### src/hdl/cmwc_pkg.sv
// shared constants and types for the cmwc random generator
package cmwc_pkg;

  localparam int TABLE_DEPTH = 4096;
  localparam int IDX_W       = $clog2(TABLE_DEPTH);
  localparam int WORD_W      = 32;

  localparam logic [WORD_W-1:0] PHI_CONST       = 32'h9e37_79b9;
  localparam logic [WORD_W-1:0] COMPLEMENT_BASE = 32'hffff_fffe;
  localparam logic [WORD_W-1:0] CARRY_RESET     = 32'd362436;
  localparam logic [WORD_W-1:0] MULT_RESET      = 32'd19150;
  localparam logic [IDX_W-1:0]  IDX_LAST        = IDX_W'(TABLE_DEPTH - 1);

  localparam logic REQ_SEED = 1'b0;
  localparam logic REQ_DRAW = 1'b1;

  typedef struct packed {
    logic mul_en;
    logic add_en;
  } mac_ctl_t;

  typedef enum logic [7:0] {
    ST_IDLE = 8'b0000_0001,
    ST_SEED = 8'b0000_0010,
    ST_SACK = 8'b0000_0100,
    ST_RD   = 8'b0000_1000,
    ST_MUL  = 8'b0001_0000,
    ST_ADD  = 8'b0010_0000,
    ST_XSUM = 8'b0100_0000,
    ST_FIN  = 8'b1000_0000
  } state_t;

endpackage

### src/hdl/cmwc_mac.sv
// shared multiply-add unit, product and sum each registered
module cmwc_mac (
  input  logic                        clk,
  input  cmwc_pkg::mac_ctl_t          ctl,
  input  logic [cmwc_pkg::WORD_W-1:0] mult,
  input  logic [cmwc_pkg::WORD_W-1:0] entry,
  input  logic [cmwc_pkg::WORD_W-1:0] addend,
  output logic [2*cmwc_pkg::WORD_W-1:0] t
);
  import cmwc_pkg::*;

  logic [2*WORD_W-1:0] prod_r;
  logic [2*WORD_W-1:0] sum_r;

  always_ff @(posedge clk) begin
    if (ctl.mul_en) begin
      prod_r <= (2*WORD_W)'(mult) * (2*WORD_W)'(entry);
    end
    if (ctl.add_en) begin
      sum_r <= prod_r + {{WORD_W{1'b0}}, addend};
    end
  end

  assign t = sum_r;

endmodule

### config.mk
export PLATFORM = sky130hd
export DESIGN_NAME = cmwc_mac
export DESIGN_NICKNAME = d
export VERILOG_FILES = /design/src/hdl/cmwc_pkg.sv /design/src/hdl/cmwc_mac.sv
export SDC_FILE = /design/constraint.sdc
export NUM_CORES = 2
export LEC_CHECK = 0
export BUFFER_PORTS_ARGS = -buffer_cell sky130_fd_sc_hd__buf_2
export CORE_AREA = 3 3 412 332
export DETAILED_ROUTE_END_ITERATION = 7
export DIE_AREA = 0 0 415 335
export REMOVE_ABC_BUFFERS = 1
export SLEW_MARGIN = 5
export SYNTH_ARGS = -nofsm -noshare
export SYNTH_HDL_FRONTEND = slang
export SYNTH_SLANG_ARGS = --single-unit
### constraint.sdc
create_clock -name clk -period 16.8 [get_ports clk]
set_clock_uncertainty 0.2 [all_clocks]
set_input_delay 1.68 -clock clk [delete_from_list [all_inputs] [get_ports clk]]
set_output_delay 1.68 -clock clk [all_outputs]
set_load 0.02 [all_outputs]
-- Word-level counts from Yosys, hierarchy flattened
Index checks and enable logic that the tools add are counted.
- add/subtract/negate cells: 1
- $mul: 1
- operator list (cell ; number):
    adder 64 x 32 -> 64 bit ; 1
    multiplier 32 x 32 -> 64 bit ; 1
- flip-flop bits (word level): 128
- input bits: 99
- logic and storage cells: 4
- output and inout port bits: 64

-- Logic depth before layout (Yosys ltp)
- depth after elaboration: 1
- gate-level depth with buffers: 28
- depth with buffers taken out: 27

-- Least setup slack after synthesis
No wires, ideal clock.
- path kind: input-to-reg
- start point: in mult[10] (netlist bit)
- end point: reg prod_r[62], data pin
- setup time: 0.269 ns
- cell stages on the path: 26
- path buffers: 1
- arrival time: 8.738 ns
- data required time: 16.331 ns
- path slack: 7.594 ns
- cells stage by stage: clkbuf_1 > and2_1 > fa_1 > inv_1 > fa_1 > inv_1 > fa_1 > inv_1 > fa_1 > inv_1 > fa_1 > fa_1 > fa_1 > inv_1 > fa_1 > inv_1 > ha_1 > a21o_1 > a21o_1 > a21oi_2 > or3b_1 > or4b_4 > a31o_4 > a2111oi_4 > o31ai_1 > xor2_1
- cells in the longest elaborated chain, start to end: 1
- RTL lines (item ; RTL line ; RTL):
    start, declared ; cmwc_mac.sv:5 ; input logic [cmwc_pkg::WORD_W-1:0] mult,
    multiplier 32 x 32 -> 64 bit ; cmwc_mac.sv:17 ; prod_r <= (2*WORD_W)'(mult) * (2*WORD_W)'(entry);
    end signal, assigned ; cmwc_mac.sv:17 ;
    end, declared ; cmwc_mac.sv:12 ; logic [2*WORD_W-1:0] prod_r;
No other way between the ends.
A chain may end at the register's enable or synchronous reset.

-- Worst setup path in the final report
- start point: in mult[11] (netlist bit)
- end point: reg prod_r[57], data pin
Same word-level chain as after synthesis.

==> results.yml <==
clock_tree:
  cts_root_buffer: "clkbuf_16"
  cts_buffers: 17
  cts_tree: "done"
  path_clk_slew_ns: 0.06
  cts_hold_buf: 0
  clock_latency_ns: 0.44
  cts_buffer_depth: 2
  htreeDepth: 4
  ctsResizeCount: 0
  post-cts-setup-buffers: 0
  clkSinkCount: 128
floorplan:
  coreArea_um2: 133000
  die_area_um2: 139000
  die_h_um: 335
  io_pins: 163
  die-width_um: 415
  start_util_pct: 29.9
  fp-row-count: 120
grt:
  gr-usage-met2_pct: 26.0
  grt_pass1_vias: 30241
  met1_usage_pct: 20.8
  antenna_found_initial: 0
  top_usage_layer: "met2"
  grt_max_degree: 65
  grtUsageMet3_pct: 1.75
  grt_pass1_wl_mm: 169
  grt_overflow: 0
  track_usage_pct: 15.2
cells_and_area:
  nets: 5485
  area_growth_pct: 7.48
  finalInstanceArea_um2: 42800
  utilization_pct: 32.1
  drive_gt1_share_pct: 5.78
  fillers: 13843
sta:
  fin_crit_sh_pct: 60.3
  worst_pin_slew_ns: 1.23
  slew_violations: 0
  tns_ns: 0
  fin_crit_ns: 10.12
  worst_slew_margin_rel_pct: 18.1
  finalSetupViolCount: 0
  hold_viol_final: 0
  max_freq_mhz: 98.8
  rsz0062_at_grt: "false"
drt:
  routedWlPerCell_um: 17.2
  viasPerCell: 4.69
  drc: 0
  drtIter0Drc: 1569
  drt_pass1_iterations: 5
  postRouteAntennaNets: 0
  via_count: 28027
  drt-total-wl_mm: 103
logic_synthesis:
  synth_edf_count: 128
  async_flop_share_pct: 0
  netlist_area_um2: 39800
  yosysSeqAreaShare_pct: 9.65
  syn_avg_cell_area_um2: 9.45
  yosysWarnings: 0
  synth-main-ff-cell: "edfxtp_1"
  synth_cell_types: 69
  synth-seq-cells: 128
  netlist_instances: 4216
placement:
  placed_cell_area_um2: 42200
  hpwl_mm: 84.3
  gp_congestion: 0.860
  portBuffers: 162
setup_path:
  setup.worst_path.start_class: "input port"
  critPathCaptureType: "register"
  worstPathRequired_ns: 16.73
  crit_chain: "buf_2 > and2_1 > fa_1 > fa_1 > fa_1 > inv_1 > fa_1 > inv_1 > fa_1 > inv_1 > fa_1 > inv_1 > fa_1 > fa_1 > ha_1 > a21oi_1 > o21ai_0 > o2bb2ai_1 > or3_1 > a21oi_1 > nand2b_1 > a21oi_1 > nor4_1 > a2111oi_0"
  worst_ep_arrival_time_ns: 10.05
  slowest_stage: "a2111oi_0"
  r2r_start: "prod_r[1]"
  path_class: "input port to register"
  cpPeakStageDelay_ns: 0.73
  r2r_cells: 10
  crit_path_max_fanout: 32
  reg2reg_slack_ns: 12.63
  r2r_end: "t[49]"
  crit_top_cell: "fa_1"
flow_run:
  max_cap_violations: 0
hold_path:
  hold_depth: 1
  worstHoldPathType: "register to register"
  hold_end: "t[0]"
  hp-start: "prod_r[0]"
status:
  status: "finished, final reports clean"
per-stage QoR:
stage | hold slack (ns) | cells | setup slack, ns
5_1_grt | 0.368 | 5976 | 6.11
3_5_place_dp | 0.324 | 5944 | 6.19
3_3_place_gp | 0.320 | 5944 | 6.29
6_report | 0.340 | 5977 | 6.68
4_1_cts | 0.340 | 5976 | 6.66
2_1_floorplan | 0.313 | 3985 | 7.73
sequential cells by signal, summed over array words and instances, names as in the netlist:
| register | count |
|---|---|
| prod_r | 64 |
| t | 64 |
cells in the mapped netlist, drive strengths merged, types with 2 or more instances:
library cell | count | share of area (%)
a2111oi | 3 | 0.11
a211oi | 3 | 0.057
a21o | 65 | 1.2
a21oi | 104 | 1.3
a221o | 4 | 0.10
a221oi | 4 | 0.10
a311o | 2 | 0.050
a31o | 5 | 0.13
a31oi | 17 | 0.27
a41o | 2 | 0.050
a41oi | 6 | 0.13
and2 | 633 | 10
and3 | 22 | 0.35
and4 | 6 | 0.13
buf | 6 | 0.088
clkbuf | 225 | 2.1
edfxtp | 128 | 9.7
fa | 897 | 45
ha | 295 | 9.3
inv | 916 | 8.6
nand2 | 473 | 4.5
nand2b | 8 | 0.13
nand3 | 30 | 0.38
nand3b | 3 | 0.057
nand4 | 28 | 0.44
nor2 | 50 | 0.47
nor2b | 8 | 0.13
nor3 | 24 | 0.30
nor3b | 2 | 0.038
nor4 | 6 | 0.094
o211ai | 3 | 0.057
o21a | 12 | 0.23
o21ai | 52 | 0.65
o21bai | 16 | 0.30
o22ai | 2 | 0.031
o31ai | 8 | 0.15
or2 | 3 | 0.047
or3 | 5 | 0.079
or4b | 2 | 0.060
xnor2 | 73 | 1.6
xor2 | 50 | 1.1
placed cells by master, fill, tap and decap left out, types with 4 or more instances in the layout:
cell type / n
xor2_1: 50
nor2_1: 50
nand2b_1: 8
nor2b_1: 8
xnor2_1: 73
fa_1: 897
edfxtp_1: 128
inv_1: 916
nor4_1: 6
and4_1: 6
inv_6: 5
a21o_1: 63
buf_4: 28
nand2_1: 473
a31oi_1: 17
clkbuf_16: 17
buf_2: 162
a41oi_1: 6
and2_1: 631
o21ai_0: 51
ha_1: 295
o21bai_1: 16
clkinv_4: 4
a31o_2: 4
o21a_1: 12
nand3_1: 30
and3_1: 21
o31ai_1: 8
nand4_1: 28
or3_1: 5
nor3_1: 24
a21oi_1: 102
metal layers:
layer  share of wire, %  vias to the layer above  routed length [um]
met4                1.8                        0                1830
li1                   -                    12544                   -
met1                 44                    14667               45700
met3                4.7                      105                4790
met2                 49                      711               50400
met5                  0                        -                   0
cells by family after synthesis:
logic type,share of synthesized area [%]
flip-flops,9.65
buffers and inverters,10.8
adder cells (fa/ha/maj),54.4
AND/OR/NAND/NOR,17.2
XOR/XNOR,2.71
AO/OA/AOI/OAI,5.27
cell type report:
cell class / instances / area, um2 / share of cell area [%]
diodes: 1 / 2.50 / 0.00585
clock buffers: 17 / 425 / 0.994
clock inverters: 15 / 196 / 0.459
inverters: 916 / 3440 / 8.03
multi-input cells: 2941 / 31700 / 74.0
flip-flops and latches: 128 / 3840 / 8.98
well taps: 1769 / 2210 / 5.17
repair buffers: 190 / 1020 / 2.39
worst max-delay path by stage:
stage                             to  cells past startpoint  slack (ns)       from
after floorplan           prod_r[62]                     25        7.73  entry[17]
after global placement    prod_r[57]                     24        6.29   mult[12]
after detailed placement  prod_r[57]                     24        6.19   mult[12]
after CTS                 prod_r[57]                     24        6.66   mult[12]
after global routing      prod_r[57]                     24        6.11   mult[12]
final                     prod_r[57]                     24        6.68   mult[11]
worst max-delay path, delay by kind of cell:
| family | cells | cell delay [ns] |
|---|---|---|
| AO/OA/AOI/OAI | 6 | 2.27 |
| adder cells (fa/ha/maj) | 9 | 4.23 |
| buffers and inverters | 5 | 0.77 |
| AND/OR/NAND/NOR | 4 | 1.09 |
Power is left out: the tool's default activity adds up to more than one toggle a clock period on the data nets, which glitch-free logic cannot reach.
